<file path="src/design/mf3_pkg.sv">
// Package for the 3x3 RGB median filter: shared widths, codes and item types.
// No dependencies; imported by every module and the bench.
`default_nettype none

package mf3_pkg;

  localparam int ColW  = 12;
  localparam int HgtW  = 16;
  localparam int RowW  = HgtW + 1;
  localparam int CntW  = ColW + HgtW;
  localparam int ChanW = 8;
  localparam int TapN  = 9;
  localparam int ApbAw = 3;
  localparam int ApbDw = 32;

  localparam logic [ColW-1:0] WidthRst  = 12'd640;
  localparam logic [HgtW-1:0] HeightRst = 16'd480;

  localparam logic CmdPixel = 1'b0;
  localparam logic CmdFlush = 1'b1;

  localparam logic RegWidth  = 1'b0;
  localparam logic RegHeight = 1'b1;

  typedef struct packed {
    logic [ChanW-1:0] red;
    logic [ChanW-1:0] green;
    logic [ChanW-1:0] blue;
  } pix_t;

  typedef struct packed {
    logic             cmd;
    logic [ChanW-1:0] red_in;
    logic [ChanW-1:0] green_in;
    logic [ChanW-1:0] blue_in;
  } in_item_t;

  typedef struct packed {
    logic [ChanW-1:0] red_out;
    logic [ChanW-1:0] green_out;
    logic [ChanW-1:0] blue_out;
    logic             frame_last;
  } out_item_t;

  typedef struct packed {
    logic [ColW-1:0] col;
    logic            up_en;
    logic            mid_en;
    pix_t            pix;
    logic            emit;
    logic            mask_l;
    logic            mask_r;
    logic            last;
  } acc_t;

  typedef struct packed {
    pix_t [TapN-1:0] taps;
    logic            last;
  } win_t;

endpackage

`default_nettype wire

</file>
<file path="src/design/mf3_median9.sv">
// Median of nine 8-bit values: registered row sorts, then max/med/min and median of three.
// Depends on mf3_pkg.
`default_nettype none

module mf3_median9 import mf3_pkg::*; (
  input  wire logic                         clk_i,
  input  wire logic                         en_i,
  input  wire logic [TapN-1:0][ChanW-1:0]   vals_i,
  output logic      [ChanW-1:0]             med_o
);

  typedef logic [2:0][ChanW-1:0] trio_t;

  function automatic trio_t sort3(input logic [ChanW-1:0] a, b, c);
    logic [ChanW-1:0] lo, hi, m, t;
    trio_t            r;
    lo = (a < b) ? a : b;
    hi = (a < b) ? b : a;
    if (c < lo) begin
      t  = lo;
      lo = c;
      m  = t;
    end else if (c < hi) begin
      m = c;
    end else begin
      m  = hi;
      hi = c;
    end
    r[0] = lo;
    r[1] = m;
    r[2] = hi;
    return r;
  endfunction

  trio_t [2:0]      rows_q;
  trio_t            lows, mids, highs;
  trio_t            lows_sorted, highs_sorted;
  trio_t            mids_sorted, finals;
  logic [ChanW-1:0] max_lo, min_hi;

  always_ff @(posedge clk_i) begin
    if (en_i) begin
      for (int j = 0; j < 3; j++) begin
        rows_q[j] <= sort3(vals_i[j*3], vals_i[j*3 + 1], vals_i[j*3 + 2]);
      end
    end
  end

  always_comb begin
    for (int j = 0; j < 3; j++) begin
      lows[j]  = rows_q[j][0];
      mids[j]  = rows_q[j][1];
      highs[j] = rows_q[j][2];
    end
    lows_sorted  = sort3(lows[0], lows[1], lows[2]);
    highs_sorted = sort3(highs[0], highs[1], highs[2]);
    max_lo       = lows_sorted[2];
    min_hi       = highs_sorted[0];
    mids_sorted  = sort3(mids[0], mids[1], mids[2]);
    finals       = sort3(max_lo, mids_sorted[1], min_hi);
    med_o        = finals[1];
  end

endmodule

`default_nettype wire

</file>
<file path="config.mk">
export PLATFORM = sky130hd
export DESIGN_NAME = mf3_median9
export DESIGN_NICKNAME = d
export VERILOG_FILES = /design/src/design/mf3_pkg.sv /design/src/design/mf3_median9.sv
export SDC_FILE = /design/constraint.sdc
export NUM_CORES = 1
export LEC_CHECK = 0
export ABC_CLOCK_PERIOD_IN_PS = 10800
export BUFFER_PORTS_ARGS = -buffer_cell sky130_fd_sc_hd__buf_2
export CORE_MARGIN = 1
export CORE_UTILIZATION = 50
export DETAILED_ROUTE_END_ITERATION = 16
export MAX_ROUTING_LAYER = met4
export PLACE_DENSITY_LB_ADDON = 0.08
export SLEW_MARGIN = 20
export SYNTH_ARGS = -nofsm -noshare
export SYNTH_HDL_FRONTEND = slang
export SYNTH_SLANG_ARGS = --single-unit
</file>
<file path="constraint.sdc">
create_clock -name clk_i -period 10.8 [get_ports clk_i]
set_clock_uncertainty 0.15 [all_clocks]
set_input_delay 0.54 -clock clk_i [delete_from_list [all_inputs] [get_ports clk_i]]
set_output_delay 0.54 -clock clk_i [all_outputs]
set_load 0.02 [all_outputs]
</file>
==> summary by stage <==
Setup path
STA classifies the critical path endpoint as an output pin. The type of element launching the critical path is a flip-flop. The standard cell with the maximum stage delay on the critical path is sky130_fd_sc_hd__o31ai_1. The critical path is of the flip-flop to output pin type. The number of buffer and inverter instances along the worst setup path is 4. Data on the critical path is required at its endpoint by between 10000 and 15000 ps. The largest single stage delay on the critical path is 520 ps.

The critical-path maximum fanout is 22. On the critical path the largest part of the delay comes from compound AO/OA/AOI/OAI gates. STA puts the critical path data arrival time at 9090 ps.

The most numerous cell type found on the critical path is sky130_fd_sc_hd__a21o_1.

STA
The headroom to the max-slew limit is 0.393. Setup violations remaining at the end of the flow were counted as 0. Dividing the final minimum period by the clock period gives 0.905. The slew of the pin with the lowest slew margin is around 910 ps.

Based on the critical path, the design can be clocked at up to 0.102 GHz. The minimum clock period is 9780 ps. Setup repair after global routing left no endpoint under its margin. The number of pins with negative max-slew slack in the final report came to 0.

Setup total negative slack on the finished layout was measured at 0 ps. The final number of hold-violating endpoints came to 0.

Routing
For this run, design rule violations remaining after detail routing come to 0. The average routed wire per standard cell is approximately 17 um. The remaining number of nets flagged by the antenna check after routing is 0. For this run, the detailed router's first-pass iteration total came to 5. In this run, the number of DRC markers left after iteration 0 of detailed routing was 351. Using the TritonRoute via totals, the vias-per-cell ratio works out to around 5.7. For this block, the routed nets add up to 21800 um of wire. The total number of vias is about 7300.

Floorplanning
The vertical die dimension is 132 um. The core region is approximately 16000 um2. The initial cell density of the core is 0.510. The full die area is 17300 um2. The horizontal die dimension is between 100 and 150 um.

approximately 80 I/O pins were placed. After floorplanning, the core was divided into 47 placement rows.

Clock tree
The clock tree from TritonCTS is yes. The H-tree was split into 3 levels. The number of hold buffers added after cts is 0.

The cell at the root of the clock tree is sky130_fd_sc_hd__clkbuf_16. The number of buffers on the longest clock path is 2. The number of clock buffers added by TritonCTS is 9.

Post-CTS repair changed the size of 0 cells. Clock-pin slew was measured on the worst setup and hold paths at 60 ps. The buffers inserted during post-CTS setup optimization is 0.

The number of sinks on the clock net is 72.

Hold path
In this run the most critical hold path is launched from vals_i[64]. The worst hold path terminates at lows[16]$_DFFE_PP_. The count of cells along the worst hold path is 3. The worst min-delay path class is primary input to flip-flop.

Synthesis
The share of synthesized area in the top cell type comes to 0.257. Ranked by total cell area, the synthesized netlist is headed by sky130_fd_sc_hd__edfxtp_1 26%, sky130_fd_sc_hd__ha_1 20%, sky130_fd_sc_hd__mux2i_1 9.2%. The cell count after synthesis came out at 971. For this run, the register share of the synthesized area comes to 0.257. The count of cell types in the netlist is 65. The largest total area in the synthesized netlist belongs to sky130_fd_sc_hd__edfxtp_1.

Among all cell types in the netlist, the one instantiated most often is sky130_fd_sc_hd__ha_1. Counting instances in the post-synthesis netlist gives the leading cell types as 137 x sky130_fd_sc_hd__ha_1, 114 x sky130_fd_sc_hd__a21oi_1, 110 x sky130_fd_sc_hd__nor2_1. The number of nets in the synthesized netlist is about 1200. Yosys printed 0 warnings. A synthesized cell averages 8.65 um2.

The post-synth design cell area is 8400 um2. The number of register bits inferred by synthesis is 72. The fraction of registers with async set/reset is 0. The most used flip-flop cell after synthesis is sky130_fd_sc_hd__edfxtp_1. The number of synthesized flops with an enable pin is 72.

Global route
The global-route wire length before repair is 35000 um. For this run, the total global-route usage over all layers was measured as 0.267. The via count of the first global-routing pass came to ~6700. Entering global routing, the biggest net connects 73 pins.

The number of antenna violations at the first check in global routing came to 1. The total overflow left after global routing is 0.

Placed design
The total of buffers placed on input and output ports is 81. The number of placed cells counting well taps is 1246. The global placer's final weighted congestion is approximately 0.92. The detailed placement HPWL is ~18000 um.

Cells and area
After filler insertion, the fill cell instance count of the layout stands at approximately 1600. The fraction of layout instances using a drive strength above 1 is 0.131. The area growth from synthesis to final layout is 10.6%. The final cell count without fillers is about 1300. The net count of the finished layout is 1248. The antenna diode count is 0.

Run
The max-cap violation count is 0.

Outcome
The run finished with clean final reports.

Pwr
The cell area power density is 352 nW/um2. Across the VDD grid, the largest voltage drop is slightly below 0.0005 V. The leakage power figure is between 4 and 5 nW.
[routing by layer]
layer,wire length (um),vias up,global-route usage
met5,0,-,-
met4,507,0,0.0846
met3,551,38,0.0243
met2,9910,145,0.422
met1,10900,3310,0.361
li1,-,3759,-
[sequential cells by signal, summed over array words and instances, names as in the netlist]
register / count
highs: 24
lows: 24
mids: 24
[worst max path at each step]
stage,startpoint,end,cells past startpoint
2_1_floorplan,mids[7]$_DFFE_PP_,med_o[6],33
3_3_place_gp,mids[9]$_DFFE_PP_,med_o[0],33
3_5_place_dp,mids[9]$_DFFE_PP_,med_o[0],32
4_1_cts,mids[9]$_DFFE_PP_,med_o[0],32
5_1_grt,mids[6]$_DFFE_PP_,med_o[2],36
6_report,mids[9]$_DFFE_PP_,med_o[0],35
[area by class of cell]
cell class                      count  area (um2)  area share
Inverter                           78         293      0.0315
Tap cell                          220         275      0.0296
Sequential cell                    72        2160       0.233
Clock inverter                      6        45.0     0.00485
Multi-Input combinational cell    783        5790       0.623
Timing Repair Buffer               93         495      0.0533
Clock buffer                       10         229      0.0247
[kinds of logic after synthesis]
kind of cell / Yosys count / share of synthesized area
AO/OA/AOI/OAI: 313 / 0.249
AND/OR/NAND/NOR: 252 / 0.136
adder cells (fa/ha/maj): 137 / 0.204
buffers and inverters: 116 / 0.0553
multiplexers: 81 / 0.0985
flip-flops: 72 / 0.257
[placed cells by master (no fill, tap or decap), types with 3 or more instances in the layout]
master / Yosys / routed
sky130_fd_sc_hd__or2_2: 6 / 6
sky130_fd_sc_hd__o31ai_1: 5 / 5
sky130_fd_sc_hd__o22ai_1: 8 / 8
sky130_fd_sc_hd__nand2b_1: 16 / 16
sky130_fd_sc_hd__nand3_1: 12 / 12
sky130_fd_sc_hd__and2_1: 8 / 8
sky130_fd_sc_hd__a2111oi_0: 5 / 5
sky130_fd_sc_hd__clkbuf_16: 0 / 9
sky130_fd_sc_hd__buf_2: 5 / 81
sky130_fd_sc_hd__mux2i_1: 77 / 77
sky130_fd_sc_hd__o22a_1: 4 / 4
sky130_fd_sc_hd__edfxtp_1: 72 / 72
sky130_fd_sc_hd__o21a_1: 15 / 15
sky130_fd_sc_hd__a21oi_2: 1 / 5
sky130_fd_sc_hd__buf_4: 0 / 12
sky130_fd_sc_hd__nor2b_1: 6 / 6
sky130_fd_sc_hd__a211o_1: 3 / 3
sky130_fd_sc_hd__inv_1: 78 / 78
sky130_fd_sc_hd__o21ai_1: 3 / 3
sky130_fd_sc_hd__nand4_1: 6 / 6
sky130_fd_sc_hd__nand2_1: 56 / 56
sky130_fd_sc_hd__a211oi_1: 5 / 5
sky130_fd_sc_hd__a21o_1: 29 / 29
sky130_fd_sc_hd__a21oi_1: 114 / 110
sky130_fd_sc_hd__a31oi_1: 5 / 5
sky130_fd_sc_hd__a2111oi_4: 3 / 3
sky130_fd_sc_hd__nor3_1: 18 / 18
sky130_fd_sc_hd__nor4_1: 4 / 4
sky130_fd_sc_hd__a221oi_1: 10 / 10
sky130_fd_sc_hd__clkinvlp_4: 0 / 3
sky130_fd_sc_hd__ha_1: 137 / 137
sky130_fd_sc_hd__nor2_1: 110 / 110
sky130_fd_sc_hd__o21ai_0: 59 / 59
sky130_fd_sc_hd__o211ai_1: 16 / 16
[per-stage QoR]
stage	total power, mW	hold slack (ps)	util	setup WS (ps)	cell area, um2
floorplan	2.43	502	-	2110	8400
global placement	2.98	754	0.547	1600	9010
detailed placement	2.98	758	0.547	1540	9010
CTS	3.26	406	0.564	1150	9290
global route	3.57	431	0.564	303	9290
finish	3.27	411	0.564	1020	9290
[where the power goes]
group,internal (mW),switching [mW],leakage [nW]
registers,0.384,0.0511,0.705
logic,0.985,1.57,3.40
clock network,0.156,0.117,0.125
total,1.53,1.74,4.23
(Power assumes the default switching activity.)
