<file path="src/design/mf3_pkg.sv">
// Package for the 3x3 RGB median filter: shared widths, codes and item types.
// No dependencies; imported by every module and the bench.
`default_nettype none

package mf3_pkg;

  localparam int ColW  = 12;
  localparam int HgtW  = 16;
  localparam int RowW  = HgtW + 1;
  localparam int CntW  = ColW + HgtW;
  localparam int ChanW = 8;
  localparam int TapN  = 9;
  localparam int ApbAw = 3;
  localparam int ApbDw = 32;

  localparam logic [ColW-1:0] WidthRst  = 12'd640;
  localparam logic [HgtW-1:0] HeightRst = 16'd480;

  localparam logic CmdPixel = 1'b0;
  localparam logic CmdFlush = 1'b1;

  localparam logic RegWidth  = 1'b0;
  localparam logic RegHeight = 1'b1;

  typedef struct packed {
    logic [ChanW-1:0] red;
    logic [ChanW-1:0] green;
    logic [ChanW-1:0] blue;
  } pix_t;

  typedef struct packed {
    logic             cmd;
    logic [ChanW-1:0] red_in;
    logic [ChanW-1:0] green_in;
    logic [ChanW-1:0] blue_in;
  } in_item_t;

  typedef struct packed {
    logic [ChanW-1:0] red_out;
    logic [ChanW-1:0] green_out;
    logic [ChanW-1:0] blue_out;
    logic             frame_last;
  } out_item_t;

  typedef struct packed {
    logic [ColW-1:0] col;
    logic            up_en;
    logic            mid_en;
    pix_t            pix;
    logic            emit;
    logic            mask_l;
    logic            mask_r;
    logic            last;
  } acc_t;

  typedef struct packed {
    pix_t [TapN-1:0] taps;
    logic            last;
  } win_t;

endpackage

`default_nettype wire

</file>
<file path="src/design/mf3_ctrl.sv">
// Raster position tracking: input column/row, output count, edge masks, frame end.
// Depends on mf3_pkg.
`default_nettype none

module mf3_ctrl import mf3_pkg::*; #(
  parameter int MaxWidth = 2048
) (
  input  wire logic            clk_i,
  input  wire logic            rst_ni,
  input  wire logic            accept_i,
  input  wire in_item_t        item_i,
  input  wire logic [ColW-1:0] width_i,
  input  wire logic [HgtW-1:0] height_i,
  output acc_t                 acc_o
);

  logic [ColW-1:0] in_col_q, in_col_d;
  logic [RowW-1:0] in_row_q, in_row_d;
  logic [CntW-1:0] out_cnt_q, out_cnt_d;

  logic [ColW-1:0] w_eff, col, ocol;
  logic [HgtW-1:0] h_eff;
  logic [RowW-1:0] row_a;
  logic [CntW-1:0] total;
  logic            wrap, row_in_frame, col_end, emit, last, up_en;

  function automatic logic [RowW-1:0] sat_inc(input logic [RowW-1:0] v);
    return (&v) ? v : v + RowW'(1);
  endfunction

  always_comb begin
    if (width_i == '0) begin
      w_eff = ColW'(1);
    end else if (32'(width_i) > MaxWidth) begin
      w_eff = ColW'(MaxWidth);
    end else begin
      w_eff = width_i;
    end
    h_eff = (height_i == '0) ? HgtW'(1) : height_i;
    total = CntW'(w_eff) * CntW'(h_eff);

    wrap  = (in_col_q >= w_eff);
    col   = wrap ? '0 : in_col_q;
    row_a = wrap ? sat_inc(in_row_q) : in_row_q;

    row_in_frame = (row_a < RowW'(h_eff));
    up_en        = (row_a >= RowW'(2));
    emit         = up_en || ((row_a == RowW'(1)) && (col != '0));
    ocol         = (col != '0) ? col - ColW'(1) : w_eff - ColW'(1);
    last         = emit && ((out_cnt_q + CntW'(1)) >= total);
    col_end      = ((col + ColW'(1)) == w_eff);

    acc_o.col    = col;
    acc_o.up_en  = up_en;
    acc_o.mid_en = (row_a != '0);
    acc_o.pix    = '0;
    if (item_i.cmd == CmdPixel && row_in_frame) begin
      acc_o.pix = '{red: item_i.red_in, green: item_i.green_in, blue: item_i.blue_in};
    end
    acc_o.emit   = emit;
    acc_o.mask_l = (ocol == '0);
    acc_o.mask_r = (ocol == w_eff - ColW'(1));
    acc_o.last   = last;

    in_col_d  = col_end ? '0 : col + ColW'(1);
    in_row_d  = col_end ? sat_inc(row_a) : row_a;
    out_cnt_d = out_cnt_q;
    if (last) begin
      in_col_d  = '0;
      in_row_d  = '0;
      out_cnt_d = '0;
    end else if (emit) begin
      out_cnt_d = out_cnt_q + CntW'(1);
    end
  end

  always_ff @(posedge clk_i or negedge rst_ni) begin
    if (!rst_ni) begin
      in_col_q  <= '0;
      in_row_q  <= '0;
      out_cnt_q <= '0;
    end else if (accept_i) begin
      in_col_q  <= in_col_d;
      in_row_q  <= in_row_d;
      out_cnt_q <= out_cnt_d;
    end
  end

endmodule

`default_nettype wire

</file>
<file path="config.mk">
export PLATFORM = sky130hd
export DESIGN_NAME = mf3_ctrl
export DESIGN_NICKNAME = d
export VERILOG_FILES = /design/src/design/mf3_pkg.sv /design/src/design/mf3_ctrl.sv
export SDC_FILE = /design/constraint.sdc
export NUM_CORES = 1
export LEC_CHECK = 0
export BUFFER_PORTS_ARGS = -buffer_cell sky130_fd_sc_hd__buf_2
export CORE_AREA = 2 2 146 148
export DETAILED_ROUTE_END_ITERATION = 12
export DIE_AREA = 0 0 148 150
export MAX_ROUTING_LAYER = met4
export PLACE_DENSITY = 0.93
export SETUP_SLACK_MARGIN = 0.1
export SYNTH_ARGS = -nofsm -noshare
export SYNTH_HDL_FRONTEND = slang
export SYNTH_SLANG_ARGS = --single-unit
</file>
<file path="constraint.sdc">
create_clock -name clk_i -period 14.3 [get_ports clk_i]
set_clock_uncertainty 0.1 [all_clocks]
set_input_delay 2.86 -clock clk_i [delete_from_list [all_inputs] [get_ports clk_i]]
set_output_delay 2.86 -clock clk_i [all_outputs]
set_load 0.01 [all_outputs]
</file>
==> impl_metrics.env, run 1 <==
export IMPL_status="completed"
export IMPL_synth_area_leader_cell="fa_1"
export IMPL_nNetsFinal=2029
export IMPL_grt_pass1_wl_mm=62.1
export IMPL_wl_mm=38.2
export IMPL_cp_start_kind="primary input"
export IMPL_root_buffer="clkbuf_16"
export IMPL_boundaryPins=98
export IMPL_syn_area_per_cell_um2=7.89
export IMPL_synth_seq_cells=57
export IMPL_path_class="in -> out"
export IMPL_area_delta_synth_final_pct=7.44
export IMPL_pwr_density_cell_nw_per_um2=135
export IMPL_clk_pin_slew_worst_paths_ns=0.06
export IMPL_fp_dieH_um=150
export IMPL_max_freq_ghz=0.0722
export IMPL_netSwitchingFraction_pct=52.6
export IMPL_diodes=0
export IMPL_grt_max_degree=58
export IMPL_postSynthCellCount=1656
export IMPL_power_frac_seq_pct=14.0
export IMPL_fin_crit_ns=13.86
export IMPL_relSlewSlack_pct=16.6
export IMPL_design_area_um2=14000
export IMPL_htree_num_levels=3
export IMPL_setup_viol=0
export IMPL_regArea_um2=1430
export IMPL_share_comb_of_total_power_pct=73.4
export IMPL_maxCapViolations=0
export IMPL_ys_warn_count=0
export IMPL_insertion_delay_ns=0.35
export IMPL_start_util_pct=63.2
export IMPL_critPathCaptureType="primary output"
export IMPL_routabilityCongestion=0.981
export IMPL_rsz0062_at_grt="false"
export IMPL_cts_tree="yes"
export IMPL_async_flop_share_pct=100
export IMPL_final_layout_size_suffix_gt1_share_pct=10.9
export IMPL_hp_class="reg -> reg"
export IMPL_globalRouteTotalUtil_pct=36.2
export IMPL_ir_drop_mv=0.0783
export IMPL_leakagePower_nw=6.96
export IMPL_switchingPower_uw=999
export IMPL_finalMaxSlewViolations=0
export IMPL_synth_edff_count=0
export IMPL_antenna_found_initial=0
export IMPL_rows=53
export IMPL_cp_data_required_time_ns=11.34
export IMPL_num_vias=12500
export IMPL_wl_per_cell_um=19.3
export IMPL_antenna_left=0
export IMPL_core_um2=20700
export IMPL_fin_crit_sh_pct=96.9
export IMPL_place_area_um2=13700
export IMPL_clock_sinks=57
export IMPL_n_fill_cell=1637
export IMPL_multiInputGateArea_um2=10400
export IMPL_critical_path_slowest_cell="fa_1"
export IMPL_die_area_um2=22200
export IMPL_max_stage_delay_ns=0.58
export IMPL_synth_top_cell_area_share_pct=21.4
export IMPL_hpwlAfterDp_mm=30.0
export IMPL_cts_buffer_depth=2
export IMPL_crit_top_cell="fa_1"
export IMPL_drt_vias_per_instance=6.32
export IMPL_cts_buffers=9
export IMPL_drt_iter0_markers=961
export IMPL_synth_area_leaders="fa_1, ha_1, dfrtp_1, inv_1, nand2_1"
export IMPL_first_pass_iters=6
export IMPL_clkPwrFrac_pct=12.5
export IMPL_arrival_ns=10.90
export IMPL_die_w_um=148
export IMPL_worstMarginPinSlew_ns=1.25
export IMPL_ys_seq_area_share_pct=10.9
export IMPL_hold_viol=0
export IMPL_grt_remaining_overflow=0
export IMPL_tns_ns=0
export IMPL_post_route_drc_count=0
export IMPL_synth_top_flop_cell="dfrtp_1"
export IMPL_syn_nets=1982
export IMPL_p_int_uw=900
export IMPL_grt_pass1_vias=12600
export IMPL_netlist_area_um2=13100
export IMPL_io_buffers=97
export IMPL_yosysUniqueCellTypes=92
export IMPL_crit_path_max_fanout=17
-- layout by cell type, fill, tap and decap left out, types with 9 or more instances in the layout --
cell,instances
and2_1,11
nand2b_1,11
nor2_1,143
dfrtp_1,57
or3_1,10
nor3_1,33
a21oi_1,37
a41oi_1,9
xor2_1,37
nand2_1,219
o22ai_1,15
o31ai_1,16
nor4_1,17
o21ai_0,58
a21o_1,20
nor2b_1,35
nand4_1,23
nand3_1,67
fa_1,140
and3_1,19
clkbuf_16,9
inv_1,230
xnor2_1,68
a211oi_1,9
buf_4,26
ha_1,130
buf_2,97
-- area by class of cell --
type                    count  area share [%]
flip-flops and latches     57            10.2
multi-input cells        1275            73.9
repair buffers            123            4.85
clock inverters             2           0.250
well taps                 275            2.45
clock buffers              13            2.00
inverters                 237            6.36
-- power by group through the flow --
| stage | sequential (mW) | combinational (mW) | clock (mW) |
|---|---|---|---|
| 2_1_floorplan | 0.223 | 1.06 | 0 |
| 3_3_place_gp | 0.264 | 1.29 | 0 |
| 3_5_place_dp | 0.265 | 1.35 | 0 |
| 4_1_cts | 0.263 | 1.37 | 0.238 |
| 5_1_grt | 0.272 | 1.55 | 0.243 |
| 6_report | 0.267 | 1.39 | 0.238 |
-- timing repair --
action                                  CTS  global route
buffers inserted                          0             0
gates resized for setup                   0             5
hold buffers                              0             0
endpoints found under the setup margin    0             1
-- kinds of logic after synthesis --
logic type / after synthesis / synth area share [%]
AOI/OAI and AO/OA: 256 / 13.9
xor gates and xnor gates: 107 / 7.38
buffers and inverters: 324 / 9.80
adders and majority gates: 270 / 33.9
DFF: 57 / 10.9
muxes: 10 / 0.785
and+or+nand+nor: 632 / 23.3
-- path summary, 6_finish.rpt --
kind,end,cells past startpoint,start,slack (ns)
setup reg to reg,in_row_q[5],20,in_col_q[0],7.85
hold reg to reg,out_cnt_q[27],2,out_cnt_q[27],0.41
min in group asynchronous,in_row_q[9],2,rst_ni,2.58
max in group asynchronous,out_cnt_q[22],2,rst_ni,10.94
hold / removal,out_cnt_q[27],2,out_cnt_q[27],0.41
setup / recovery,acc_o[0],33,width_i[1],0.44
-- through the flow --
step	hold WS [ns]	total power, mW	setup slack [ns]	utilization (%)	instances
floorplan	0.369	1.28	1.27	-	1656
global placement	0.385	1.56	0.481	66.3	1967
detailed placement	0.410	1.61	0.325	66.3	1967
CTS	0.424	1.87	0.293	67.8	1982
global route	0.438	2.06	0.155	67.9	1982
finish	0.415	1.90	0.441	67.9	1982
-- flip-flops by register name, summed over array words and instances, names as in the netlist --
register	flops
in_col_q	12
out_cnt_q	28
in_row_q	17
-- cell usage after synthesis, types with 23 or more instances --
cell type and count:
dfrtp_1 57, nand4_1 23, nand3_1 67, inv_1 231, o21ai_0 58, fa_1 140, xnor2_1 68, nand2_1 219
xor2_1 37, nor2_1 144, nor2b_1 37, ha_1 130, a21oi_1 37, clkbuf_1 53, nor3_1 33
-- critical path: cells and delay by family --
kind | cells | cell delay (ns)
simple gates | 9 | 2.15
fa+ha+maj | 6 | 2.76
xor+xnor | 1 | 0.09
compound gates | 10 | 2.14
buf+inv | 7 | 0.89
-- layer usage --
| layer | GRT usage (%) | vias up | part of all wire, % |
|---|---|---|---|
| met4 | 18.8 | 0 | 5.5 |
| met5 | - | - | 0 |
| met1 | 42.7 | 5923 | 37 |
| li1 | - | 5607 | - |
| met3 | 7.65 | 203 | 10 |
| met2 | 58.6 | 785 | 48 |
(Power assumes the default switching activity.)
==> inputs of run 2 (changes only) <==
CTS_BUF_LIST = sky130_fd_sc_hd__clkbuf_16   (was unset)
==> run 2 against run 1 <==
Count of clock-buffer cells in the layout fell by 4. Sequential power is essentially flat. Sequential cell count is the same. Largest power group unchanged. Setup slack worse by 0.021 ns. Final cell count stayed put. Hold slack is essentially flat. Global-route usage shrank 0.056 points. Critical path type unchanged. First-iteration DRC count increased by 6.8%.
==> impl_metrics.env, run 2 (same netlist as run 1, synthesis figures left out) <==
export IMPL_htree_num_levels=3
export IMPL_grt_pass1_wl_mm=62.0
export IMPL_worstMarginPinSlew_ns=1.26
export IMPL_grt_max_degree=58
export IMPL_arrival_ns=10.92
export IMPL_clk_pin_slew_worst_paths_ns=0.06
export IMPL_max_stage_delay_ns=0.58
export IMPL_critPathCaptureType="primary output"
export IMPL_cts_buffer_depth=2
export IMPL_holdPathStages=2
export IMPL_die_area_um2=22200
export IMPL_crit_top_cell="fa_1"
export IMPL_pre_cts_ws_ns=0.325
export IMPL_critical_path_slowest_cell="fa_1"
export IMPL_top_regs="out_cnt_q x28, in_row_q x17, in_col_q x12"
export IMPL_area_delta_synth_final_pct=7.13
export IMPL_place_area_um2=13700
export IMPL_postCtsSetupBuffers=0
export IMPL_maxCapViolations=0
export IMPL_cp_data_required_time_ns=11.34
export IMPL_insertion_delay_ns=0.35
export IMPL_hp_class="reg -> reg"
export IMPL_fin_crit_sh_pct=97.1
export IMPL_num_vias=12500
export IMPL_final_common_cell="inv_1"
export IMPL_drt_vias_per_instance=6.28
export IMPL_finalMaxSlewViolations=0
export IMPL_rsz0062_at_grt="false"
export IMPL_design_area_um2=14000
export IMPL_r2r_setup_slack_ns=7.85
export IMPL_final_layout_size_suffix_gt1_share_pct=10.7
export IMPL_pwr_density_cell_nw_per_um2=133
export IMPL_die_w_um=148
export IMPL_antenna_found_initial=0
export IMPL_globalRouteTotalUtil_pct=36.1
export IMPL_holdWs_ns=0.415
export IMPL_root_buffer="clkbuf_16"
export IMPL_cp_start_kind="primary input"
export IMPL_relSlewSlack_pct=16.1
export IMPL_fin_crit_ns=13.88
export IMPL_fin_ws_ns=0.421
export IMPL_antenna_left=0
export IMPL_drt_iter0_markers=1026
export IMPL_setup_viol=0
export IMPL_status="completed"
export IMPL_path_class="in -> out"
export IMPL_max_freq_ghz=0.0720
export IMPL_ir_drop_mv=0.0773
export IMPL_first_pass_iters=7
export IMPL_rows=53
export IMPL_clock_sinks=57
export IMPL_hold_path_startpoint="out_cnt_q[27]"
export IMPL_routabilityCongestion=0.981
export IMPL_boundaryPins=98
export IMPL_place_inst=1967
export IMPL_wl_mm=38.0
export IMPL_cts_buffers=9
export IMPL_grt_pass1_vias=12600
export IMPL_grt_remaining_overflow=0
export IMPL_hold_viol=0
export IMPL_leakagePower_nw=6.93
export IMPL_core_um2=20700
export IMPL_tns_ns=0
export IMPL_diodes=0
export IMPL_r2r_start="in_col_q[0]"
export IMPL_nNetsFinal=2029
export IMPL_top_register="out_cnt_q"
export IMPL_r2r_end="in_row_q[5]"
export IMPL_wl_per_cell_um=19.2
export IMPL_final_cell_mix="inv_1, nand2_1, nor2_1, fa_1, ha_1"
export IMPL_largest_reg_flops=28
export IMPL_finalNonFillerCells=1982
export IMPL_hpwlAfterDp_mm=30.0
export IMPL_whs_endpoint="out_cnt_q[27]"
export IMPL_cts_tree="yes"
export IMPL_crit_path_max_fanout=17
export IMPL_fp_dieH_um=150
export IMPL_post_route_drc_count=0
export IMPL_start_util_pct=63.2
export IMPL_io_buffers=97
export IMPL_reg2reg_depth=20
==> run 2: layer usage <==
metal / track usage (%) / wire, µm
met3: 7.32 / 4100
met5: - / 0
met2: 58.4 / 18200
met4: 18.8 / 1980
met1: 42.9 / 13700
==> run 2: final cells by class <==
cell class | count | area (µm²)
clock buffer | 9 | 225
clock inverter | 6 | 50.0
fill | 1645 | 6690
inverter | 237 | 893
multi-input combinational | 1275 | 10400
sequential | 57 | 1430
tap | 275 | 344
timing repair buffer | 123 | 681
==> run 2: repair_timing <==
action,CTS,global route
gates resized for setup,0,5
hold buffers,0,0
endpoints found under the setup margin,0,1
==> run 2: how the worst max path moves through the flow <==
stage | start | to | slack [ns] | cells after the start
detailed placement | width_i[1] | acc_o[0] | 0.33 | 33
finish | width_i[1] | acc_o[0] | 0.42 | 33
floorplan | width_i[11] | acc_o[0] | 1.27 | 32
global route | width_i[1] | acc_o[0] | 0.15 | 34
global placement | width_i[1] | acc_o[0] | 0.48 | 34
CTS | width_i[1] | acc_o[0] | 0.29 | 33
==> run 2: metrics by stage <==
stage	util [%]	total power, mW
after floorplan	-	1.28
after detailed placement	66.3	1.61
final	67.7	1.87
after CTS	67.6	1.84
after global placement	66.3	1.56
after global routing	67.7	2.04
==> run 2: power breakdown <==
part	internal (mW)	switching (mW)
Clock	0.131	0.0843
Sequential	0.192	0.0751
Combinational	0.554	0.832
Total	0.877	0.992
==> run 2: critical path: cells and delay by family <==
kind / cells / cell delay, ns
AOI/OAI and AO/OA: 10 / 2.14
buffers and inverters: 7 / 0.89
and+or+nand+nor: 9 / 2.17
xor gates and xnor gates: 1 / 0.09
adders and majority gates: 6 / 2.76
