## src/design/mf3_pkg.sv

```systemverilog
// Package for the 3x3 RGB median filter: shared widths, codes and item types.
// No dependencies; imported by every module and the bench.
`default_nettype none

package mf3_pkg;

  localparam int ColW  = 12;
  localparam int HgtW  = 16;
  localparam int RowW  = HgtW + 1;
  localparam int CntW  = ColW + HgtW;
  localparam int ChanW = 8;
  localparam int TapN  = 9;
  localparam int ApbAw = 3;
  localparam int ApbDw = 32;

  localparam logic [ColW-1:0] WidthRst  = 12'd640;
  localparam logic [HgtW-1:0] HeightRst = 16'd480;

  localparam logic CmdPixel = 1'b0;
  localparam logic CmdFlush = 1'b1;

  localparam logic RegWidth  = 1'b0;
  localparam logic RegHeight = 1'b1;

  typedef struct packed {
    logic [ChanW-1:0] red;
    logic [ChanW-1:0] green;
    logic [ChanW-1:0] blue;
  } pix_t;

  typedef struct packed {
    logic             cmd;
    logic [ChanW-1:0] red_in;
    logic [ChanW-1:0] green_in;
    logic [ChanW-1:0] blue_in;
  } in_item_t;

  typedef struct packed {
    logic [ChanW-1:0] red_out;
    logic [ChanW-1:0] green_out;
    logic [ChanW-1:0] blue_out;
    logic             frame_last;
  } out_item_t;

  typedef struct packed {
    logic [ColW-1:0] col;
    logic            up_en;
    logic            mid_en;
    pix_t            pix;
    logic            emit;
    logic            mask_l;
    logic            mask_r;
    logic            last;
  } acc_t;

  typedef struct packed {
    pix_t [TapN-1:0] taps;
    logic            last;
  } win_t;

endpackage

`default_nettype wire

```

## src/design/mf3_cfg_regs.sv

```systemverilog
// APB-style register file: image width and image height.
// Depends on mf3_pkg.
`default_nettype none

module mf3_cfg_regs import mf3_pkg::*; (
  input  wire logic             clk_i,
  input  wire logic             rst_ni,
  input  wire logic             psel,
  input  wire logic             penable,
  input  wire logic             pwrite,
  input  wire logic [ApbAw-1:0] paddr,
  input  wire logic [ApbDw-1:0] pwdata,
  output logic      [ApbDw-1:0] prdata,
  output logic                  pready,
  output logic      [ColW-1:0]  width_o,
  output logic      [HgtW-1:0]  height_o
);

  logic [ColW-1:0] width_q;
  logic [HgtW-1:0] height_q;
  logic            wr_en;
  logic            reg_sel;

  assign pready  = 1'b1;
  assign wr_en   = psel && penable && pwrite;
  assign reg_sel = paddr[2];

  always_ff @(posedge clk_i or negedge rst_ni) begin
    if (!rst_ni) begin
      width_q  <= WidthRst;
      height_q <= HeightRst;
    end else if (wr_en) begin
      unique case (reg_sel)
        RegWidth:  width_q  <= pwdata[ColW-1:0];
        RegHeight: height_q <= pwdata[HgtW-1:0];
        default: ;
      endcase
    end
  end

  always_comb begin
    unique case (reg_sel)
      RegWidth:  prdata = ApbDw'(width_q);
      RegHeight: prdata = ApbDw'(height_q);
      default:   prdata = '0;
    endcase
  end

  assign width_o  = width_q;
  assign height_o = height_q;

endmodule

`default_nettype wire

```

## config.mk

```make
export PLATFORM = sky130hd
export DESIGN_NAME = mf3_cfg_regs
export DESIGN_NICKNAME = d
export VERILOG_FILES = /design/src/design/mf3_pkg.sv /design/src/design/mf3_cfg_regs.sv
export SDC_FILE = /design/constraint.sdc
export NUM_CORES = 1
export LEC_CHECK = 0
export ABC_AREA = 1
export BUFFER_PORTS_ARGS = -buffer_cell sky130_fd_sc_hd__buf_2
export CAP_MARGIN = 5
export CORE_MARGIN = 2
export CORE_UTILIZATION = 44
export CTS_CLUSTER_DIAMETER = 100
export DETAILED_ROUTE_END_ITERATION = 6
export PLACE_DENSITY = 0.91
export SLEW_MARGIN = 0
export SYNTH_ARGS = -nofsm -noshare
export SYNTH_HDL_FRONTEND = slang
export SYNTH_SLANG_ARGS = --single-unit
```

## constraint.sdc

```tcl
create_clock -name clk_i -period 1.17 [get_ports clk_i]
set_input_delay 0.1755 -clock clk_i [delete_from_list [all_inputs] [get_ports clk_i]]
set_output_delay 0.1755 -clock clk_i [all_outputs]
set_load 0.05 [all_outputs]
```

==> flow_results.org, run 1 <==
** Run status
- Status :: finished, violations left
- The checks that failed: setup timing.

** Power
- The internal portion of the total power is 2.134 mW.
- Of the total power, the share spent switching nets is 0.4814.
- Net Sw Power :: 1.980 mW
- Of the total power, the clock network draws 0.095.
- Sequential fraction of design power :: 0.334
- Summed over all cells, the static leakage comes to 1.261 nW.
- Largest vdd supply drop :: 0.8611 mV
- Cell Pwr Density :: 1796 nW/µm²
- The share of total power dissipated in combinational logic is 0.571.

** Cells and area
- Counting the fill cells in the layout gives 232.
- Compared with the post-synthesis result, the final layout area differs by 57.71%.
- Excluding fillers, the count of instances in the completed layout stands at 313.
- Summing all non-filler instances in the final layout gives an area of 2291 µm².
- The final layout contains 310 nets.
- The number of antenna diodes in the final layout is 0.
- In the final layout, the share of cells above drive strength 1 is 0.5019.

** Floorplan
- Area of the core :: 3103 µm²
- Die Span Y :: 61.46 µm
- Area of the die :: 3777 µm²
- Ports :: 101
- The initialized floorplan defines 20 standard-cell rows.
- Die Span X :: 61.46 µm
- Starting utilization of the core area :: 0.4681

** Clocking
- Clk buf depth :: 2
- Number of buffers created by CTS :: 3
- In this run the number of H-tree levels came out at 1.
- For the worst-skew pair, the clock arrives at the later sink with an insertion delay of 0.31 ns.
- TritonCTS built the clock tree.
- Worst-path clk slew :: 0.14 ns
- Total number of clock tree sinks :: 28
- The cell sitting at the root of the clock tree is a sky130_fd_sc_hd__clkbuf_4.

** Placement
- Post-Place Cell Area :: 1868 µm²
- DP HPWL :: 2510 µm
- The count of buffers added on input and output ports is 65.
- Placed cells :: 299
- Routability-driven placement finished with a final weighted congestion of 0.7314.

** Route
- Per-cell via count in the routed design :: 4.636
- Wire per inst :: 12.12 µm
- The first TritonRoute pass finished after 4 iterations.
- After detailed routing, the number of remaining DRC violations is 0.
- Count of nets left with antenna violations after detail routing :: 0
- Iter 0 DRT Violations :: 67
- Detailed-route via count :: 1451
- After detailed routing, the total wire length is 3795 µm.

** Critical path
- Grouping stages by cell kind, the critical path spends the most delay in flip-flops.
- Along the worst path, the maximum fanout reaches 3.
- STA classifies the critical path startpoint as a flop.
- Data arrival time of the worst path :: 1.17 ns
- The worst setup path is captured at an output pin.
- CP max stage cell :: sky130_fd_sc_hd__dfstp_2
- The worst setup path is of the flop to output pin kind.
- The largest single stage delay on the critical path is 0.58 ns.
- Together, buffers and inverters on the worst path number 1.
- Required @ worst endpoint :: 0.99 ns
- List of cells traversed by the critical path :: nand2_2 -> nand2_4 -> buf_8

** Global route
- GR Util All Layers :: 0.1982
- Entering global routing, the biggest net connects 29 pins.
- The global routing stage identified its most utilized layer as met2.
- The first global-routing pass estimated 5568 µm of wire.
- For this run, global-route usage on met2 was measured as 0.3495.
- The via count of the first global-routing pass was 1314.
- The initial antenna violation count is 0.
- M1 GR Usage :: 0.2513
- For this run, global-route usage on met3 was measured as 0.03782.
- Residual overflow from global routing :: 0

** Synth
- For this run, the number of Yosys warnings is 0.
- Register bit count reported by yosys :: 28
- Gate count of the mapped netlist :: 191
- The synthesized netlist contains 14 unique library cells.
- After synthesis the cells add up to 1453 µm².
- Share of the yosys chip area belonging to registers :: 0.4875
- Each instance of the synthesized netlist takes up on average 7.605 µm².

** Timing
- The max-slew violation count was 0.
- Number of hold violations in the final report :: 0
- Setup repair after global routing could not meet its margin everywhere.
- Worst Tran Pin Value :: 0.6068 ns
- In the post-route analysis, the smallest setup slack over all paths is -0.1780 ns.
- The smallest clock period supported by the final layout is computed as 1.348 ns.
- Clock skew on the completed layout was measured at 0 ns.
- Timing would allow up to 741.8 MHz.
- Relative max-transition margin :: 0.5955
- Share of the clock period used by the worst path :: 1.152
- Setup violations remaining at the end of the flow were counted as 22.

** Min path
- HP Class :: input pin to flop

** Job
- Max-cap violations in this run came to 0.
## per-stage QoR
stage                     setup slack (ns)  power, mW  utilization  TNS (ns)  hold WS, ns
after global routing               -0.2345      4.325       0.7383    -3.098      0.05358
final                              -0.1780      4.114       0.7383    -1.780      0.07174
after floorplan                   -0.01720      2.808            -  -0.01720      -0.1201
after detailed placement           0.05177      3.181       0.6020         0       0.2131
after CTS                          -0.1765      3.912       0.6948    -1.711      0.06589
after global placement             0.05630      3.144       0.6020         0       0.2110
## logic make-up (layout without fill, tap and decap cells)
family | after synthesis | after routing | synth area share
buf+inv | 33 | 96 | 0.1395
simple gates | 128 | 128 | 0.3678
flops | 28 | 28 | 0.4875
other cells | 2 | 17 | 0.005170
## metal layers
metal,routed length [µm],part of all wire,vias to the layer above
met5,0,0,-
met4,13,0.0034,0
met3,239,0.063,2
met2,1986,0.52,51
met1,1555,0.41,684
li1,-,-,714
## flip-flops by register name (all words and copies together) (netlist names)
signal,cells
height_o,16
width_o,12
## layout by cell type, fill, tap and decap left out, drive strengths merged
cell / instances
buf: 84
clkbuf: 5
conb: 17
dfrtp: 22
dfstp: 6
dlygate4sd3: 1
inv: 6
nand2: 97
nand3: 28
nand4: 2
nor2: 1
## final timing paths
| path | end | depth (start not counted) | slack [ns] | start |
|---|---|---|---|---|
| max | prdata[9] | 3 | -0.18 | width_o[9]$_DFFE_PN1P_ |
| min | width_o[7]$_DFFE_PN1P_ | 3 | 0.07 | pwdata[7] |
| max reg2reg | height_o[6]$_DFFE_PN1P_ | 3 | 0.33 | height_o[6]$_DFFE_PN1P_ |
| min reg2reg | height_o[5]$_DFFE_PN1P_ | 2 | 0.49 | height_o[5]$_DFFE_PN1P_ |
| max in group asynchronous | height_o[15]$_DFFE_PN0P_ | 2 | 0.34 | rst_ni |
| min in group asynchronous | width_o[4]$_DFFE_PN0P_ | 2 | 0.41 | rst_ni |
## power by group through the flow
stage	Combinational [mW]	Clock, mW	Sequential (mW)
final	2.35	0.390	1.37
after global routing	2.47	0.451	1.40
after CTS	2.17	0.402	1.34
after detailed placement	1.83	0	1.35
after global placement	1.81	0	1.34
after floorplan	0.818	0	1.99
## Yosys cell counts, drive strengths merged
master	number	share of area
nand2	97	0.25
nand3	28	0.096
buf	26	0.12
dfrtp	22	0.38
dfstp	6	0.11
inv	6	0.016
conb	2	0.0052
nand4	2	0.013
clkbuf	1	0.0026
nor2	1	0.0078
## timing repair
action,in CTS,in global routing
hold endpoints to repair,22,0
gates resized for setup,66,58
setup endpoints to repair,24,43
hold buffers,1,0
setup buffers,6,3
pin swaps,14,18
## final cells by class
cell class	instances	area [µm²]	area share
clock buffers	4	26.28	0.01147
well taps	44	55.05	0.02403
flip-flops and latches	28	721.9	0.3151
inverters	6	22.52	0.009831
repair buffers	86	784.5	0.3424
multi-input cells	145	680.7	0.2971
## worst min-delay path: stages
cell and delay (ns):
sky130_fd_sc_hd__buf_2 0.10, sky130_fd_sc_hd__nand3_1 0.07, sky130_fd_sc_hd__nand2_1 0.05
Power figures use the tool's default switching activity.
==> run 2, diff against run 1 <==
--- a/config.mk
+++ b/config.mk
@@ -8,11 +8,13 @@
 export ABC_AREA = 1
 export BUFFER_PORTS_ARGS = -buffer_cell sky130_fd_sc_hd__buf_2
 export CAP_MARGIN = 5
+export CELL_PAD_IN_SITES_DETAIL_PLACEMENT = 0
+export CELL_PAD_IN_SITES_GLOBAL_PLACEMENT = 1
 export CORE_MARGIN = 2
-export CORE_UTILIZATION = 44
+export CORE_UTILIZATION = 29
 export CTS_CLUSTER_DIAMETER = 100
 export DETAILED_ROUTE_END_ITERATION = 6
-export PLACE_DENSITY = 0.91
+export PLACE_DENSITY = 0.9
 export SLEW_MARGIN = 0
 export SYNTH_ARGS = -nofsm -noshare
 export SYNTH_HDL_FRONTEND = slang
==> run 2 against run 1 <==
  * Die area rose by 48%
  * Routed wire length fell by 0.50%
  * Worst hold slack improved by 0.051 ns
  * Cell area fell by 2.6%
  * Via count fell by 2.8%
  * Cell count rose by 5.4%
  * Critical path type unchanged
  * Sequential cell count did not move
  * Critical path depth did not move
  * Clock power rose by 54%
  * Largest power group unchanged
  * The flow still finishes with violations (setup timing)
  * Largest cell class is now sequential cells
  * Utilization fell by 27 points
  * Sequential share of layout area rose by 0.85 points
  * Global-route usage fell by 6.9 points
==> flow_results.org, run 2 (synthesis gave the netlist of run 1 again) <==
** Run status
- The flow ran to the end, but the final reports show violations.
- Violated checks :: setup timing

** Placement
- Detailed placement ended at an HPWL of 2468 µm.
- Placed cells :: 318
- Input and output buffers added on the ports amount to 65.
- The congestion estimate from routability-driven global placement came to 0.6902.
- OpenSTA, run right after detailed placement, puts the worst setup slack at 0.06002 ns.

** Timing
- Final setup violation count :: 9
- Highest clock rate :: 775.1 MHz
- Setup repair after global routing could not meet its margin everywhere.
- The final count of hold timing violations was 0.
- Crit path time final :: 1.290 ns
- Adding up every negative setup slack in the final design gives -0.9261 ns.
- Max Slew Vio Count :: 0
- Worst Tran Pin Value :: 0.6408 ns
- Relative max-transition margin :: 0.5728
- Final worst slack :: -0.1201 ns
- In the finished design, the share of the clock period the worst path needs comes to 1.103.
- Clock Skew :: 0 ns

** Clocking
- Clk buf depth :: 2
- Clock Root Buffer :: sky130_fd_sc_hd__clkbuf_8
- Clock tree from TritonCTS :: built
- Insertion delay of the later-clocked pin in the worst-skew pair :: 0.27 ns
- Clock tree synthesis inserted a total of 3 buffers.
- Total number of clock tree sinks :: 28
- In this run the number of H-tree levels came out at 1.
- Worst-path clk slew :: 0.09 ns

** Route
- For this block, the routed nets add up to 3776 µm of wire.
- After detailed routing, the average wire length per cell comes to 11.44 µm.
- After the first detailed-routing iteration, the DRC count stood at 50.
- The pre-antenna-repair detailed-routing pass consisted of 4 iterations.
- Number of DRC violations after detailed routing :: 0
- Count of nets left with antenna violations after detail routing :: 0
- After detailed routing, the number of vias per cell comes to 4.273.
- Detailed routing inserted a total of 1410 vias.

** Floorplan
- Ports :: 101
- The initial utilization of the core area, before any placement, comes to 0.3035.
- The core region is 4786 µm².
- Die Span Y :: 74.78 µm
- The die covers 5591 µm².
- Placement row count :: 25
- The die is 74.78 µm wide.

** Critical path
- Critical Path Sink Type :: output pin
- The worst register-to-register path begins at width_o[9]$_DFFE_PN1P_.
- Slack of the worst reg-to-reg path :: 0.34 ns
- Walking the worst path, the cells encountered are nand2_2 -> nand2_4 -> buf_8.
- Cell depth of the worst flop-to-flop path :: 3
- Data arrival time of the worst path :: 1.11 ns
- CP max stage cell :: sky130_fd_sc_hd__dfstp_2
- Slowest Stage Delay on Critical Path :: 0.56 ns
- Worst r2r dst :: width_o[9]$_DFFE_PN1P_
- The worst setup path is launched from a flop.
- Biggest fanout along the worst timing path :: 3
- Required @ worst endpoint :: 0.99 ns
- The critical path in this run is classified as flop to output pin.

** Cells and area
- Number of diodes :: 0
- Once layout is complete, the utilization of the core stands at 0.4661.
- Leading cell types in the layout, fill and taps excluded :: sky130_fd_sc_hd__nand2_1, sky130_fd_sc_hd__buf_2, sky130_fd_sc_hd__nand3_1
- Filler cells :: 486
- Layout cells sized above 1 :: 0.4829
- The register with the most flip-flops in the layout has 16 of them.
- For this run, the post-layout net count is 304.
- Leaving out fill and tap cells, the most frequent cell in the layout is sky130_fd_sc_hd__nand2_1.
- Relative to the synthesized area, the layout overhead comes to 53.57%.
- The finished layout holds 330 standard cells, fillers aside.

** Global route
- Residual overflow from global routing :: 0
- The first global-routing pass estimated 5616 µm of wire.
- In the global route stage, overall resource usage came out at 0.1291.
- The initial antenna violation count was 0.
- M1 GR Usage :: 0.1657
- In the global route stage, met2 resource usage came out at 0.2242.
- Entering global routing, the biggest net connects 34 pins.
- Met3 track demand over resource in global routing :: 0.01473
- GR peak layer :: met2
- Number of global-route vias before repair :: 1190

** Min path
- Startpoint of the tightest hold check path :: pwdata[7]
- The path with the worst hold slack has its endpoint at width_o[7]$_DFFE_PN1P_.
- The tightest min-delay check is of the input pin to flop type.
- Cells on Worst Hold Path :: 3

** Power
- IR analysis of the VDD net gives a maximum drop of 0.7858 mV.
- In this run the power density over the cells is 1854 nW/µm².
- Lkg Pwr :: 1.236 nW

** Job
- Number of max-cap violations :: 0
## run 2: changes by cell type in the layout (fill, tap and decap cells not counted), sizes merged
cell    previous run  this run
buf               84        79
clkbuf             5         4
## run 2: timing repair
item / 4_1_cts / 5_1_grt
endpoints found under the hold margin: 22 / 0
setup endpoints to repair: 22 / 22
gates resized for setup: 49 / 21
hold buffers: 1 / 0
setup buffers: 3 / 4
pin swaps: 5 / 10
## run 2: critical path: cells and delay by family (launching register included)
kind / cells / cell delay [ns]
flops: 1 / 0.56
buf+inv: 1 / 0.14
simple gates: 2 / 0.14
## run 2: cell type report
type	instances	area [µm²]	area share
repair buffers	80	671.9	0.3012
multi-input cells	145	675.6	0.3029
well taps	67	83.83	0.03758
flip-flops and latches	28	721.9	0.3236
clock buffers	4	55.05	0.02468
inverters	6	22.52	0.01010
## run 2: per-layer routing
layer,part of all wire,wire [µm]
met5,0,0
met4,0.0090,34
met3,0.063,238
met2,0.53,2020
met1,0.39,1483
## run 2: per-stage QoR
stage	hold slack (ns)	cell area [µm²]	total power, mW
2_1_floorplan	-0.1201	1573	2.808
3_3_place_gp	0.2215	1892	3.157
3_5_place_dp	0.2296	1892	3.172
4_1_cts	0.1051	2128	4.031
5_1_grt	0.1070	2231	4.328
6_report	0.1227	2231	4.136
## run 2: worst max-delay path by stage
stage / end / startpoint / cells past startpoint
6_report: prdata[6] / height_o[6]$_DFFE_PN1P_ / 3
3_3_place_gp: prdata[6] / paddr[2] / 6
2_1_floorplan: prdata[5] / height_o[5]$_DFFE_PN1P_ / 2
5_1_grt: prdata[5] / height_o[5]$_DFFE_PN1P_ / 3
3_5_place_dp: prdata[9] / paddr[2] / 6
4_1_cts: prdata[7] / width_o[7]$_DFFE_PN1P_ / 3
## run 2: report_power, final
group	internal, mW	leakage, nW	switching, mW
Combinational	0.667	0.881	1.52
Clock	0.301	0.0288	0.301
Sequential	1.19	0.326	0.152
==> run 3, diff against run 2 <==
--- a/config.mk
+++ b/config.mk
@@ -6,15 +6,15 @@
 export NUM_CORES = 1
 export LEC_CHECK = 0
 export ABC_AREA = 1
-export BUFFER_PORTS_ARGS = -buffer_cell sky130_fd_sc_hd__buf_2
 export CAP_MARGIN = 5
 export CELL_PAD_IN_SITES_DETAIL_PLACEMENT = 0
 export CELL_PAD_IN_SITES_GLOBAL_PLACEMENT = 1
 export CORE_MARGIN = 2
-export CORE_UTILIZATION = 29
+export CORE_UTILIZATION = 44
 export CTS_CLUSTER_DIAMETER = 100
 export DETAILED_ROUTE_END_ITERATION = 6
-export PLACE_DENSITY = 0.9
+export DONT_BUFFER_PORTS = 1
+export PLACE_DENSITY = 0.88
 export SLEW_MARGIN = 0
 export SYNTH_ARGS = -nofsm -noshare
 export SYNTH_HDL_FRONTEND = slang
==> constraint.sdc (replaced) <==
create_clock -name clk_i -period 1.17 [get_ports clk_i]
set_input_delay 0.234 -clock clk_i [delete_from_list [all_inputs] [get_ports clk_i]]
set_output_delay 0.234 -clock clk_i [all_outputs]
set_load 0.05 [all_outputs]
==> run 3 against run 2 <==
  * The flow still finishes with violations (setup timing)
  * Power shrank 4.3%
  * Sequential power hardly changed
  * Worst hold slack worse by 0.11 ns
  * Register-to-register slack got worse by 0.12 ns
  * Clock-buffer cell count unchanged
  * Critical path type unchanged
  * Largest power group unchanged
==> flow_results.org, run 3 (synthesis gave the netlist of run 1 again) <==
** Timing
- Final hold analysis gives a worst-case slack of 0.01688 ns.
- Number of hold violations in the final report :: 0
- Setup slack on the critical path of the routed design comes to -0.1745 ns.
- Setup repair after global routing could not meet its margin everywhere.
- The max-slew violation count was 0.
- Highest clock rate :: 743.8 MHz
- Setup violations remaining at the end of the flow were counted as 25.
- Between clock sinks in the finished design, the worst skew comes to 0 ns.
- In this run the tightest slew margin relative to its limit is 0.6619.
- Counting I/O delays and the setup requirement, the final critical path takes 1.345 ns.
- Dividing the final minimum period by the clock period gives 1.149.
- For the pin with the worst max-slew slack, the measured transition is 0.5059 ns.

** Clocking
- TritonCTS built the clock tree.
- Worst-path clk slew :: 0.14 ns
- Clk buf depth :: 2
- The clock drives 28 sinks.
- Maximum level of the CTS H-tree :: 1
- Clock tree synthesis inserted a total of 3 buffers.
- CTS placed an instance of sky130_fd_sc_hd__clkbuf_4 at the clock tree root.
- Insertion delay of the later-clocked pin in the worst-skew pair :: 0.31 ns

** Cells and area
- Layout cells sized above 1 :: 0.4956
- Final Net Count :: 269
- Once layout is complete, the utilization of the core stands at 0.6794.
- 0 antenna diodes ended up in the layout.
- Max reg flops :: 16
- Leaving out fill and tap cells, the most frequent cells in the layout are sky130_fd_sc_hd__nand2_1, sky130_fd_sc_hd__nand3_1, sky130_fd_sc_hd__buf_6.
- Area Overhead vs Synth :: 45.13%
- Non-filler cells in the finished layout :: 272
- Once layout is done, the placed cells without fillers occupy 2108 µm².
- Leaving out fill and tap cells, the most frequent cell in the layout is sky130_fd_sc_hd__nand2_1.

** Floorplan
- Placement row count :: 20
- Die Span Y :: 61.46 µm
- The floorplan step defined a die boundary enclosing 3777 µm².
- After floorplanning, the core was sized to cover 3103 µm².
- Die Span X :: 61.46 µm
- Starting utilization of the core area :: 0.4681
- During I/O placement, the number of pins put on the boundary was 101.

** Route
- DR pass1 iterations :: 4
- In this run the remaining antenna-violating nets after routing total 0.
- The routed design has 3781 µm of wire.
- Across all layers, the routed design uses 1318 vias.
- Iter 0 DRT Violations :: 59
- Wire per inst :: 13.90 µm
- Using the TritonRoute via totals, the vias-per-cell ratio works out to 4.846.
- Number of DRC violations after detailed routing :: 0

** Critical path
- Slack of the worst reg-to-reg path :: 0.22 ns
- Data on the critical path arrives at its endpoint at 1.11 ns.
- Element type at the critical path start :: flop
- Critical path class :: flop to output pin
- Critical Path Sink Type :: output pin
- Biggest fanout along the worst timing path :: 2
- For the worst setup path, the data required time is 0.94 ns.

** Power
- Cell Pwr Density :: 1877 nW/µm²
- Total chip power :: 3.958 mW
- Lkg Pwr :: 1.034 nW
- VDD sags by at most 0.9938 mV.

** Global route
- The first global-routing pass estimated 5816 µm of wire.
- GR Util All Layers :: 0.2094
- Number of global-route vias before repair :: 1304
- Residual overflow from global routing :: 0
- Largest net degree at the start of global routing :: 34
- Number of antenna violations at the first check in global routing :: 0

** Placement
- Port buffering added 0 buffers.
- At the end of routability-driven placement, the weighted congestion stood at 0.7154.
- In this run, placement finished with an instance count of 258.
- Detailed placement ended at an HPWL of 2532 µm.
- The placed instances occupy a cell area of 1775 µm².

** Job
- Number of max-cap violations :: 0

** Run status
- The final reports fail on setup timing.
- Status :: finished, violations left

** Min path
- HP Class :: input pin to flop
run 3: changes by cell type in the layout (fill, tap and decap cells not counted), sizes merged:
cell         delta
buf            -41
dlygate4sd3     +6
inv             -4
clkinvlp        +4
run 3: final cells by class:
cell class	instances	area, µm²
Multi-Input combinational cell	145	748.2
Sequential cell	28	734.5
Inverter	6	37.54
Fill cell	268	994.7
Timing Repair Buffer	45	496.7
Tap cell	44	55.05
Clock buffer	4	36.28
run 3: critical path, stage by stage (launching register included):
cell and delay, ns:
sky130_fd_sc_hd__dfstp_2 0.57, sky130_fd_sc_hd__nand2_2 0.07, sky130_fd_sc_hd__nand2_4 0.15
run 3: what timing repair did:
action	4_1_cts	5_1_grt
hold buffers	8	1
setup buffers	0	2
endpoints found under the setup margin	44	45
hold endpoints to repair	33	1
resized for setup	51	5
pin swaps	31	4
run 3: path summary, 6_finish.rpt:
| kind | startpoint | end | cells past startpoint |
|---|---|---|---|
| setup / recovery | width_o[7]$_DFFE_PN1P_ | prdata[7] | 2 |
| hold / removal | paddr[2] | height_o[6]$_DFFE_PN1P_ | 2 |
| setup reg to reg | height_o[5]$_DFFE_PN1P_ | height_o[5]$_DFFE_PN1P_ | 3 |
| hold reg to reg | width_o[9]$_DFFE_PN1P_ | width_o[9]$_DFFE_PN1P_ | 2 |
| max in group asynchronous | rst_ni | height_o[5]$_DFFE_PN1P_ | 2 |
| min in group asynchronous | rst_ni | height_o[12]$_DFFE_PN0P_ | 2 |
run 3: power breakdown:
group	total [mW]	switching, mW	internal [mW]
sequential	1.37	0.162	1.20
combinational	2.13	1.52	0.606
clock	0.464	0.274	0.190
total	3.96	1.96	2.00
run 3: metal layers:
| metal | share of wire | up-vias | wire length [µm] | GRT usage |
|---|---|---|---|---|
| li1 | - | 640 | - | - |
| met1 | 0.39 | 634 | 1472 | 0.2331 |
| met2 | 0.56 | 42 | 2103 | 0.4027 |
| met3 | 0.049 | 2 | 186 | 0.03151 |
| met4 | 0.0048 | 0 | 18 | 0.06991 |
| met5 | 0 | - | 0 | 0 |
run 3: stage by stage:
step | TNS (ns) | setup WS, ns
2_1_floorplan | -0.08869 | -0.06884
3_3_place_gp | 0 | 0.08486
3_5_place_dp | 0 | 0.08590
4_1_cts | -2.900 | -0.1963
5_1_grt | -4.436 | -0.2266
6_report | -2.537 | -0.1745
